==> config.mk <==
export PLATFORM = sky130hd
export DESIGN_NAME = motor_homing_spring_controller
export DESIGN_NICKNAME = d
export VERILOG_FILES = /design/src/rtl/mhsc_pkg.sv /design/src/rtl/mhsc_ram.sv /design/src/rtl/motor_homing_spring_controller.sv
export SDC_FILE = /design/constraint.sdc
export NUM_CORES = 2
export LEC_CHECK = 0
export ABC_AREA = 1
export BUFFER_PORTS_ARGS = -buffer_cell sky130_fd_sc_hd__buf_4
export CELL_PAD_IN_SITES_DETAIL_PLACEMENT = 1
export CELL_PAD_IN_SITES_GLOBAL_PLACEMENT = 1
export CORE_MARGIN = 1
export CORE_UTILIZATION = 50
export CTS_CLUSTER_SIZE = 28
export DETAILED_ROUTE_END_ITERATION = 6
export GPL_ROUTABILITY_DRIVEN = 0
export PLACE_DENSITY_LB_ADDON = 0.1
export SLEW_MARGIN = 20
export SYNTH_ARGS = -nofsm -noshare
export SYNTH_HDL_FRONTEND = slang
export SYNTH_HIERARCHICAL = 1
export SYNTH_SLANG_ARGS = --single-unit
==> constraint.sdc <==
create_clock -name clk_i -period 16.8 [get_ports clk_i]
set_input_delay 3.36 -clock clk_i [delete_from_list [all_inputs] [get_ports clk_i]]
set_output_delay 3.36 -clock clk_i [all_outputs]
set_load 0.01 [all_outputs]
==> src/rtl/mhsc_pkg.sv <==
// package for the motor homing and spring controller
// holds register indexes, reset values, mode and op codes, command constants and the entry type
// depends on nothing
package mhsc_pkg;

  localparam int RegCount = 8;
  localparam int CfgW     = 15;

  localparam logic [2:0] REG_STIFFNESS = 3'd0;
  localparam logic [2:0] REG_DAMPING   = 3'd1;
  localparam logic [2:0] REG_CONTACT   = 3'd2;
  localparam logic [2:0] REG_OFFSET    = 3'd3;
  localparam logic [2:0] REG_COARSE    = 3'd4;
  localparam logic [2:0] REG_FINE      = 3'd5;
  localparam logic [2:0] REG_HOLD      = 3'd6;
  localparam logic [2:0] REG_FRICTION  = 3'd7;

  localparam logic [CfgW-1:0] CFG_RESET [RegCount] = '{
    15'd1024, 15'd77, 15'd2048, 15'd640, 15'd128, 15'd26, 15'd38, 15'd154
  };

  localparam logic [1:0] OP_FEEDBACK = 2'd0;
  localparam logic [1:0] OP_COMMAND  = 2'd1;
  localparam logic [1:0] OP_ZERO     = 2'd2;
  localparam logic [1:0] OP_UNUSED   = 2'd3;

  localparam logic [2:0] MODE_SEEK   = 3'd0;
  localparam logic [2:0] MODE_FAST   = 3'd1;
  localparam logic [2:0] MODE_SLOW   = 3'd2;
  localparam logic [2:0] MODE_HOLD   = 3'd3;
  localparam logic [2:0] MODE_SPRING = 3'd4;

  localparam logic signed [15:0] VEL_SEEK = 16'sd512;
  localparam logic signed [15:0] VEL_FAST = -16'sd640;
  localparam logic signed [15:0] VEL_SLOW = -16'sd102;
  localparam logic [14:0]        KD_SEEK  = 15'd1024;
  localparam logic [14:0]        KD_HOME  = 15'd1280;
  localparam logic [14:0]        KP_HOLD  = 15'd1280;

  typedef struct packed {
    logic [2:0]        mode;
    logic signed [15:0] pos;
    logic signed [15:0] vel;
    logic signed [15:0] trq;
    logic signed [15:0] zero;
  } entry_t;

endpackage

==> src/rtl/mhsc_ram.sv <==
// generic single-write, single-read ram with registered read data
// read returns the old contents on a same-cycle write; depends on nothing
module mhsc_ram #(
  parameter int WIDTH = 8,
  parameter int DEPTH = 4
) (
  input  logic                                 clk_i,
  input  logic                                 we_i,
  input  logic [(DEPTH > 1 ? $clog2(DEPTH) : 1)-1:0] waddr_i,
  input  logic [WIDTH-1:0]                     wdata_i,
  input  logic                                 re_i,
  input  logic [(DEPTH > 1 ? $clog2(DEPTH) : 1)-1:0] raddr_i,
  output logic [WIDTH-1:0]                     rdata_o
);

  logic [WIDTH-1:0] mem_q [DEPTH];

  always_ff @(posedge clk_i) begin
    if (we_i) begin
      mem_q[waddr_i] <= wdata_i;
    end
    if (re_i) begin
      rdata_o <= mem_q[raddr_i];
    end
  end

endmodule

==> src/rtl/motor_homing_spring_controller.sv <==
// top level of the motor homing and spring controller
// depends on mhsc_pkg and mhsc_ram
//
// Takes one input word per clock unless stalled. Command slots pass stages 1 to 3 and the output
// register to out_valid_o. Per-motor state (mode, last feedback, zero) sits in one ram that is
// read on accept and written back from stage 1 as the pipeline advances. A one-entry bypass covers
// back-to-back words for the same motor. Per-motor valid bits make never-written entries read as
// zero, so there is no clearing pass after reset. The spring torque uses two multipliers in their
// own stage. The whole pipeline holds while a finished command word is stalled at the output.
module motor_homing_spring_controller #(
  parameter int MOTOR_COUNT = 4
) (
  input  logic                clk_i,
  input  logic                rst_ni,
  input  logic                psel,
  input  logic                penable,
  input  logic                pwrite,
  input  logic [4:0]          paddr,
  input  logic [31:0]         pwdata,
  output logic [31:0]         prdata,
  output logic                pready,
  input  logic                in_valid_i,
  output logic                in_stall_o,
  input  logic [1:0]          op_i,
  input  logic [1:0]          motor_i,
  input  logic signed [15:0]  position_i,
  input  logic signed [15:0]  velocity_i,
  input  logic signed [15:0]  torque_i,
  output logic                out_valid_o,
  input  logic                out_stall_i,
  output logic [1:0]          motor_index_o,
  output logic signed [15:0]  target_position_o,
  output logic signed [15:0]  target_velocity_o,
  output logic [14:0]         position_gain_o,
  output logic [14:0]         damping_gain_o,
  output logic signed [15:0]  feedforward_torque_o,
  output logic [2:0]          mode_o
);

  localparam int AW = (MOTOR_COUNT > 1) ? $clog2(MOTOR_COUNT) : 1;
  localparam int EW = $bits(mhsc_pkg::entry_t);

  // configuration registers
  logic [mhsc_pkg::CfgW-1:0] cfg_q [mhsc_pkg::RegCount];

  assign pready = 1'b1;
  assign prdata = {17'd0, cfg_q[paddr[4:2]]};

  always_ff @(posedge clk_i or negedge rst_ni) begin
    if (!rst_ni) begin
      cfg_q <= mhsc_pkg::CFG_RESET;
    end else if (psel && penable && pwrite && pready) begin
      cfg_q[paddr[4:2]] <= pwdata[mhsc_pkg::CfgW-1:0];
    end
  end

  // pipeline control
  logic en;
  logic in_take;
  logic in_keep;
  logic [AW-1:0] in_addr;

  logic out_valid_q;

  assign en         = !out_valid_q || !out_stall_i;
  assign in_stall_o = !en;
  assign in_take    = in_valid_i && en;
  assign in_keep    = in_take && (32'(motor_i) < MOTOR_COUNT) && (op_i != mhsc_pkg::OP_UNUSED);
  assign in_addr    = AW'(motor_i);

  // stage 1: ram data arrives, read-modify-write
  logic                s1_valid_q;
  logic [1:0]          s1_op_q;
  logic [1:0]          s1_motor_q;
  logic [AW-1:0]       s1_addr_q;
  logic signed [15:0]  s1_pos_q;
  logic signed [15:0]  s1_vel_q;
  logic signed [15:0]  s1_trq_q;
  logic                s1_vld_q;
  logic                fwd_q;
  mhsc_pkg::entry_t    fwd_data_q;
  logic [MOTOR_COUNT-1:0] valid_q;

  logic [EW-1:0]       ram_rdata;
  mhsc_pkg::entry_t    cur;
  mhsc_pkg::entry_t    nxt;
  logic                s1_we;

  logic signed [16:0]  trq_abs;
  logic signed [16:0]  zero_diff;
  logic signed [15:0]  zero_new;
  logic [2:0]          mode_a;
  logic [2:0]          mode_b;
  logic [2:0]          mode_c;
  logic [2:0]          mode_f;
  logic signed [16:0]  dz;
  logic [16:0]         dist_abs;
  logic signed [16:0]  d_val;

  assign s1_we = s1_valid_q && en;

  mhsc_ram #(
    .WIDTH (EW),
    .DEPTH (MOTOR_COUNT)
  ) u_state_ram (
    .clk_i   (clk_i),
    .we_i    (s1_we),
    .waddr_i (s1_addr_q),
    .wdata_i (nxt),
    .re_i    (in_keep),
    .raddr_i (in_addr),
    .rdata_o (ram_rdata)
  );

  always_ff @(posedge clk_i or negedge rst_ni) begin
    if (!rst_ni) begin
      s1_valid_q <= 1'b0;
      valid_q    <= '0;
      fwd_q      <= 1'b0;
      s1_vld_q   <= 1'b0;
    end else if (en) begin
      s1_valid_q <= in_keep;
      if (s1_valid_q) begin
        valid_q[s1_addr_q] <= 1'b1;
      end
      if (in_keep) begin
        fwd_q    <= s1_valid_q && (s1_addr_q == in_addr);
        s1_vld_q <= valid_q[in_addr];
      end
    end
  end

  always_ff @(posedge clk_i) begin
    if (en) begin
      fwd_data_q <= nxt;
      if (in_keep) begin
        s1_op_q    <= op_i;
        s1_motor_q <= motor_i;
        s1_addr_q  <= in_addr;
        s1_pos_q   <= position_i;
        s1_vel_q   <= velocity_i;
        s1_trq_q   <= torque_i;
      end
    end
  end

  always_comb begin
    if (fwd_q) begin
      cur = fwd_data_q;
    end else if (s1_vld_q) begin
      cur = mhsc_pkg::entry_t'(ram_rdata);
    end else begin
      cur = '0;
    end
  end

  // homing checks, in order
  assign trq_abs   = cur.trq[15] ? -17'(cur.trq) : 17'(cur.trq);
  assign zero_diff = 17'(cur.pos) - $signed({2'b00, cfg_q[mhsc_pkg::REG_OFFSET]});

  always_comb begin
    mode_a   = cur.mode;
    zero_new = cur.zero;
    if ((cur.mode == mhsc_pkg::MODE_SEEK) &&
        (trq_abs > $signed({2'b00, cfg_q[mhsc_pkg::REG_CONTACT]}))) begin
      mode_a = mhsc_pkg::MODE_FAST;
      if (zero_diff[16] != zero_diff[15]) begin
        zero_new = 16'sh8000;
      end else begin
        zero_new = zero_diff[15:0];
      end
    end
  end

  assign dz       = 17'(zero_new) - 17'(cur.pos);
  assign dist_abs = dz[16] ? 17'(-dz) : 17'(dz);
  assign d_val    = -dz;

  always_comb begin
    mode_b = mode_a;
    if ((mode_a == mhsc_pkg::MODE_FAST) && (dist_abs < {2'b00, cfg_q[mhsc_pkg::REG_COARSE]})) begin
      mode_b = mhsc_pkg::MODE_SLOW;
    end
    mode_c = mode_b;
    if ((mode_b == mhsc_pkg::MODE_SLOW) && (dist_abs < {2'b00, cfg_q[mhsc_pkg::REG_FINE]})) begin
      mode_c = mhsc_pkg::MODE_HOLD;
    end
    mode_f = mode_c;
    if ((mode_c == mhsc_pkg::MODE_SPRING) &&
        (dist_abs < {2'b00, cfg_q[mhsc_pkg::REG_HOLD]})) begin
      mode_f = mhsc_pkg::MODE_HOLD;
    end else if ((mode_c == mhsc_pkg::MODE_HOLD) &&
                 (dist_abs >= {2'b00, cfg_q[mhsc_pkg::REG_HOLD]})) begin
      mode_f = mhsc_pkg::MODE_SPRING;
    end
  end

  always_comb begin
    nxt = cur;
    case (s1_op_q)
      mhsc_pkg::OP_FEEDBACK: begin
        nxt.pos = s1_pos_q;
        nxt.vel = s1_vel_q;
        nxt.trq = s1_trq_q;
      end
      mhsc_pkg::OP_ZERO: begin
        nxt.zero = s1_pos_q;
      end
      mhsc_pkg::OP_COMMAND: begin
        nxt.mode = mode_f;
        nxt.zero = zero_new;
      end
      default: begin
        nxt = cur;
      end
    endcase
  end

  // stage 2: spring products
  logic                s2_valid_q;
  logic [1:0]          s2_motor_q;
  logic [2:0]          s2_mode_q;
  logic signed [15:0]  s2_zero_q;
  logic signed [16:0]  s2_d_q;
  logic signed [15:0]  s2_vel_q;

  always_ff @(posedge clk_i or negedge rst_ni) begin
    if (!rst_ni) begin
      s2_valid_q <= 1'b0;
    end else if (en) begin
      s2_valid_q <= s1_valid_q && (s1_op_q == mhsc_pkg::OP_COMMAND);
    end
  end

  always_ff @(posedge clk_i) begin
    if (en) begin
      s2_motor_q <= s1_motor_q;
      s2_mode_q  <= mode_f;
      s2_zero_q  <= zero_new;
      s2_d_q     <= d_val;
      s2_vel_q   <= cur.vel;
    end
  end

  logic signed [32:0] prod_k;
  logic signed [31:0] prod_b;

  assign prod_k = s2_d_q * $signed({1'b0, cfg_q[mhsc_pkg::REG_STIFFNESS]});
  assign prod_b = $signed({1'b0, cfg_q[mhsc_pkg::REG_DAMPING]}) * s2_vel_q;

  // stage 3: sum, round, saturate, command select
  logic                s3_valid_q;
  logic [1:0]          s3_motor_q;
  logic [2:0]          s3_mode_q;
  logic signed [15:0]  s3_zero_q;
  logic                s3_dpos_q;
  logic signed [32:0]  s3_pk_q;
  logic signed [31:0]  s3_pb_q;

  always_ff @(posedge clk_i or negedge rst_ni) begin
    if (!rst_ni) begin
      s3_valid_q <= 1'b0;
    end else if (en) begin
      s3_valid_q <= s2_valid_q;
    end
  end

  always_ff @(posedge clk_i) begin
    if (en) begin
      s3_motor_q <= s2_motor_q;
      s3_mode_q  <= s2_mode_q;
      s3_zero_q  <= s2_zero_q;
      s3_dpos_q  <= !s2_d_q[16] && (s2_d_q != 17'sd0);
      s3_pk_q    <= prod_k;
      s3_pb_q    <= prod_b;
    end
  end

  logic signed [34:0] fric;
  logic signed [34:0] acc;
  logic signed [26:0] rnd;
  logic signed [15:0] spring;

  assign fric = $signed({12'd0, cfg_q[mhsc_pkg::REG_FRICTION], 8'd0});
  assign acc  = -35'(s3_pk_q) - 35'(s3_pb_q) + (s3_dpos_q ? -fric : fric) + 35'sd128;
  assign rnd  = 27'(acc >>> 8);

  always_comb begin
    if (rnd > 27'sd32767) begin
      spring = 16'sh7fff;
    end else if (rnd < -27'sd32768) begin
      spring = 16'sh8000;
    end else begin
      spring = rnd[15:0];
    end
  end

  logic signed [15:0] cmd_pos;
  logic signed [15:0] cmd_vel;
  logic [14:0]        cmd_kp;
  logic [14:0]        cmd_kd;
  logic signed [15:0] cmd_trq;

  always_comb begin
    cmd_pos = '0;
    cmd_vel = '0;
    cmd_kp  = '0;
    cmd_kd  = '0;
    cmd_trq = '0;
    case (s3_mode_q)
      mhsc_pkg::MODE_SEEK: begin
        cmd_vel = mhsc_pkg::VEL_SEEK;
        cmd_kd  = mhsc_pkg::KD_SEEK;
      end
      mhsc_pkg::MODE_FAST: begin
        cmd_vel = mhsc_pkg::VEL_FAST;
        cmd_kd  = mhsc_pkg::KD_HOME;
      end
      mhsc_pkg::MODE_SLOW: begin
        cmd_pos = s3_zero_q;
        cmd_vel = mhsc_pkg::VEL_SLOW;
        cmd_kd  = mhsc_pkg::KD_HOME;
      end
      mhsc_pkg::MODE_HOLD: begin
        cmd_pos = s3_zero_q;
        cmd_kp  = mhsc_pkg::KP_HOLD;
      end
      mhsc_pkg::MODE_SPRING: begin
        cmd_trq = spring;
      end
      default: begin
        cmd_pos = '0;
      end
    endcase
  end

  // output register
  always_ff @(posedge clk_i or negedge rst_ni) begin
    if (!rst_ni) begin
      out_valid_q <= 1'b0;
    end else if (en) begin
      out_valid_q <= s3_valid_q;
    end
  end

  always_ff @(posedge clk_i) begin
    if (en) begin
      motor_index_o        <= s3_motor_q;
      target_position_o    <= cmd_pos;
      target_velocity_o    <= cmd_vel;
      position_gain_o      <= cmd_kp;
      damping_gain_o       <= cmd_kd;
      feedforward_torque_o <= cmd_trq;
      mode_o               <= s3_mode_q;
    end
  end

  assign out_valid_o = out_valid_q;

endmodule
* Yosys cells after proc, flatten, opt, wreduce, memory -nomap -nowiden
Memories as Yosys holds them, arrays and structs flattened. A register that Yosys moved wholly into a read port is not among the register bits.
Cells that the tools add are included.
** Storage, ports and cells
- Register bits :: 473
- Memories kept :: 1
- Logic and storage cells :: 145
- Input port bits :: 96
- RAM bits :: 268
** Cells by class
- Bitwise gates (word level) :: 3
- Equality and inequality tests :: 13
- Order comparisons :: 12
- $add $sub $neg :: 9
- Reduce and logical (&&, ||, !) cells :: 29
- Muxes and demuxes :: 32
- Multipliers :: 2
** Memory list
- u_state_ram.mem_q :: depth 4, width 67, rd ports 1, clocked after Yosys merged registers in 1, write ports 1, line mhsc_ram.sv:16 : logic [WIDTH-1:0] mem_q [DEPTH];
** Operators by type and width (count)
- 2-to-1 mux 67 bit :: 2
- bitwise mux 120 bit :: 1
- 2-to-1 mux 15 bit :: 4
- less-than comparator 17 x 15 -> 1 bit :: 3
- 2-to-1 mux 16 bit :: 3
- 2-to-1 mux 48 bit :: 1
- one-hot mux 16 bit (3 select lines) :: 1
- binary-select mux 15 bit (select 3 bit) :: 1
- demux 15 bit (select 3 bit) :: 1
- adder 35 bit :: 1
- adder 35 x 9 -> 35 bit, second input constant :: 1
- 2-to-1 mux 35 bit :: 1
- negation 23 -> 35 bit :: 1
- negation 33 -> 35 bit :: 1
- subtractor 35 x 32 -> 35 bit :: 1
- 2-to-1 mux 17 bit :: 2
- subtractor 16 x 16 -> 17 bit :: 2
- multiplier 17 x 16 -> 33 bit :: 1
- multiplier 16 x 16 -> 32 bit :: 1
- one-hot mux 16 bit (2 select lines) :: 1
- greater-than comparator 27 x 16 -> 1 bit, second input constant :: 1
- less-than comparator 27 x 16 -> 1 bit, second input constant :: 1
- one-hot mux 11 bit (2 select lines) :: 1
- 2-to-1 mux 3 bit :: 6
- other kinds (31) :: 61

* Longest topological paths before layout
- Word-level depth :: 21
- Mapped depth :: 60
- Gate-level depth less buffers :: 60

* Modules after synthesis
The synthesis kept the hierarchy.
** By module, submodules not included
- motor_homing_spring_controller :: instances 1, cells an instance 5006, seq. area each 12345.6 µm², area an instance 43157.6 µm²
- mhsc_ram :: instances 1, cells an instance 1125, seq. area each 10059.6 µm², area an instance 13316.5 µm²

* Least setup slack after synthesis
No wires, ideal clock.
- Path kind :: in2reg
- Start :: input out_stall_i
- End :: memory u_state_ram/mem_q[1][0] (netlist name), enable pin
- Library setup time :: 575 ps
- Path buffers :: 0
- Slack :: 1527 ps
- Stages :: 5
- Arrival :: 14699 ps
- Path through :: nand2_1 > inv_1 > nor2_1 > inv_1 > nor3_1
** On the way
- Word-level cells in the longest chain between the ends :: 5
** RTL lines
- from (decl) :: line motor_homing_spring_controller.sv:30 : input logic out_stall_i,
- zero test 1 bit :: line motor_homing_spring_controller.sv:65 : assign en = !out_valid_q || !out_stall_i;
- logical OR 1 bit :: line motor_homing_spring_controller.sv:65
- logical AND 1 bit :: line motor_homing_spring_controller.sv:100 : assign s1_we = s1_valid_q && en;
- via s1_we :: line motor_homing_spring_controller.sv:87 : logic s1_we;
- 2-to-1 mux 1 bit :: line mhsc_ram.sv:19 : if (we_i) begin
- 2-to-1 mux 1 bit (implied by the code) :: line mhsc_ram.sv:20 : mem_q[waddr_i] <= wdata_i;
- to (decl) :: line mhsc_ram.sv:16
The timed path passes the listed nets, and every way through them passes these cells.

==> impl_results.md <==
* Count of buffers added by post-CTS timing repair for setup at 0
* Pins over their slew limit at 0
* Fraction of the yosys area taken by sequential cells at 0.3967
* Count of buffers inserted at the top-level ports at 146
* Max-cap violations at 0
* R2r worst-path depth at 47
* Total clock buffers created by CTS at 87
* Relative max-transition margin at 0.2499
* Data arrival time of the critical path at 11.04 ns
* Area grow syn2layout at 8.851%
* Synth Register Bits at 767
* FFs w/ async S/R, synth at 0.1695
* Crit Reg-Reg Startpoint: fwd_q
* Top delay family on crit path: simple AND/OR/NAND/NOR gates
* Number of endpoints failing setup at the final stage at 0
* Number of optimization iterations in the first detailed-route pass at 5
* Die extent in x at 338.1 um
* Count of unresolved DRC violations after routing at 0
* Post-Syn Area at 56470 um2
* Delay of the slowest cell on the worst path at 0.67 ns
* Total of hold buffers inserted after clock tree synthesis at 0
* Maximum level of the CTS H-tree at 3
* Starting density of the core at 0.5075
* Setup slack, reg-to-reg at 6.14 ns
* Worst Hold Path EP: s3_zero_q[15]
* Launch point of the worst hold path: s2_zero_q[15]
* Post-Route Setup TNS at 0 ns
* Worst-case clock buffer depth at 3
* Overall via count from detail_route at 41605
* Setup Crit Path Kind: reg -> reg
* Dominant register cell in the synthesized netlist: sky130_fd_sc_hd__edfxtp_1
* Type of the tightest min-delay check: reg -> reg
* Ranking of synthesized cells by area: sky130_fd_sc_hd__edfxtp_1 34%, sky130_fd_sc_hd__fa_1 17%, sky130_fd_sc_hd__nand2_1 9.9%, sky130_fd_sc_hd__inv_1 9.7%, sky130_fd_sc_hd__ha_1 8.3%
* Max FO, Critical Path at 41
* Post-layout nets at 7114
* Die H at 338.1 um
* Cell type contributing the most total cell area after synthesis: sky130_fd_sc_hd__edfxtp_1
* Overall Global Routing Usage at 0.2942
* Startpoint type of the worst setup path: flip-flop
* Average size of a mapped cell at 9.211 um2
* Setup repair after global routing missed its margin: no
* CP Data Required Time at 17.18 ns
* Transition at the pin with the smallest max-transition slack at 1.122 ns
* Total core area at 111300 um2
* Part of the cycle the worst path needs at 0.6342
* Ports at 214
* Vias in the first global route at 44954
* Maximum number of pins on one net before global-route repair at 85
* Path length in cells of the critical path at 47
* Total Die Area at 114300 um2
* Floorplan row count at 122
* Worst-skew pair later-pin latency at 0.68 ns
* End of the worst register-to-register path: u_state_ram/mem_q[2][66]
* Filler Cell Count at 12743
* Cts repair resizes at 0
* Sink count of the clock tree at 767
* Number of different library cells in the post-synthesis netlist at 63
* Run status: finished clean
* Yosys warns at 6
* DRC marker count from the first detailed-route iteration at 2576
* Cell with the most instances after synthesis: sky130_fd_sc_hd__nand2_1
* Clk pin slew, worst setup/hold paths at 0.06 ns
* Share of final-layout standard cells stronger than drive strength 1 at 0.06288
* Detailed-route wire length per cell at 21.23 um
* Post-detailed-routing wire length at 164300 um
* Final Hold Violating Endpoints at 0
* Number of vias per cell after detailed routing at 5.375
* Number of flops mapped to enable cells by yosys at 637
* Final HPWL DP at 121300 um
* CTS tree: built
* CTS Root Cell: sky130_fd_sc_hd__clkbuf_16
* Instance count along the most critical hold path at 0
* Synthesized netlist cell count at 6131
* Post-route antenna net violation count at 0
* Post-route clock skew at 0.04391 ns
* First-pass GRT wire length at 255300 um
* Area share of the largest cell type after synthesis at 0.3387
* Antenna violations before repair at 10
* FMAX at 93.85 MHz
* Worst Path Buf+Inv at 8
* Setup crit end kind: flip-flop
* Final min period at 10.66 ns
* Total gr overflow at 0
* Most frequent cells after synthesis: 1492 x sky130_fd_sc_hd__nand2_1, 1457 x sky130_fd_sc_hd__inv_1, 637 x sky130_fd_sc_hd__edfxtp_1
* Cell at the slowest stage of the critical path: sky130_fd_sc_hd__nor2_4
## flip-flops by register name, summed over array words and instances, names as in the netlist, 16 cells and up
| signal | cells |
|---|---|
| s2_d_q | 17 |
| s1_pos_q | 16 |
| s3_pb_q | 32 |
| u_state_ram/rdata_o | 67 |
| feedforward_torque_o | 16 |
| cfg_q | 120 |
| s2_vel_q | 16 |
| s3_zero_q | 16 |
| s1_vel_q | 16 |
| s3_pk_q | 33 |
| fwd_data_q | 67 |
| s2_zero_q | 16 |
| u_state_ram/mem_q | 268 |
| s1_trq_q | 16 |
| target_position_o | 16 |
## kinds of logic (layout without fill, tap and decap cells)
logic type / Yosys count / in the layout / synth area share
adders and majority gates: 840 / 840 / 0.2482
and+or+nand+nor: 1970 / 1970 / 0.1403
DFF: 767 / 767 / 0.3967
xor gates and xnor gates: 139 / 139 / 0.02156
AOI/OAI and AO/OA: 664 / 664 / 0.07059
buffers and inverters: 1749 / 1822 / 0.1225
other: 2 / 51 / 0.0001330
## per-stage QoR
step,instances,instance area [um2],utilization,hold WS [ns],setup slack [ns]
global route,7740,61470,0.5524,0.4280,5.253
CTS,7738,61450,0.5522,0.4215,6.114
global placement,7577,58620,0.5267,0.4029,6.748
finish,7741,61470,0.5524,0.4209,6.145
floorplan,6177,56650,-,0.4003,1.527
detailed placement,7577,58620,0.5267,0.4057,6.324
## per-layer routing
layer	track usage	vias to the layer above	part of all wire
met5	0	-	0.00048
met4	0.1038	12	0.037
met3	0.04113	302	0.050
met2	0.5084	1005	0.49
met1	0.3773	21171	0.42
li1	-	19115	-
## area by class of cell
class | count | area [um2] | share of cell area
Inverter | 1466 | 5507 | 0.08958
Clock buffer | 128 | 2495 | 0.04059
Antenna cell | 3 | 7.507 | 0.0001221
Tap cell | 1488 | 1862 | 0.03029
Multi-Input combinational cell | 3661 | 27390 | 0.4455
Clock inverter | 33 | 340.3 | 0.005536
Timing Repair Buffer | 195 | 1468 | 0.02387
Sequential cell | 767 | 22410 | 0.3645
## how the worst max path moves through the flow
stage / endpoint / startpoint / slack [ns]
global route: u_state_ram/mem_q[1][66] / fwd_q / 5.25
floorplan: u_state_ram/mem_q[1][0] / out_stall_i / 1.53
detailed placement: u_state_ram/mem_q[1][66] / fwd_q / 6.32
CTS: u_state_ram/mem_q[2][66] / fwd_q / 6.11
finish: u_state_ram/mem_q[2][66] / fwd_q / 6.14
global placement: u_state_ram/mem_q[0][66] / fwd_q / 6.75
## cells in the final DEF, fill, tap and decap left out, types with 48 or more instances in the layout
cell type and instances:
sky130_fd_sc_hd__nand3_1 201, sky130_fd_sc_hd__buf_4 194, sky130_fd_sc_hd__xor2_1 95, sky130_fd_sc_hd__clkbuf_16 90, sky130_fd_sc_hd__edfxtp_1 637, sky130_fd_sc_hd__ha_1 372, sky130_fd_sc_hd__inv_1 1455, sky130_fd_sc_hd__o21ai_0 233
sky130_fd_sc_hd__nor2_1 163, sky130_fd_sc_hd__dfrtp_1 110, sky130_fd_sc_hd__a21oi_1 191, sky130_fd_sc_hd__conb_1 48, sky130_fd_sc_hd__nand2_1 1491, sky130_fd_sc_hd__a22oi_1 64, sky130_fd_sc_hd__fa_1 467
Power is not shown: default switching activity piles up to over one toggle a cycle in this logic, so the estimate is an artifact.
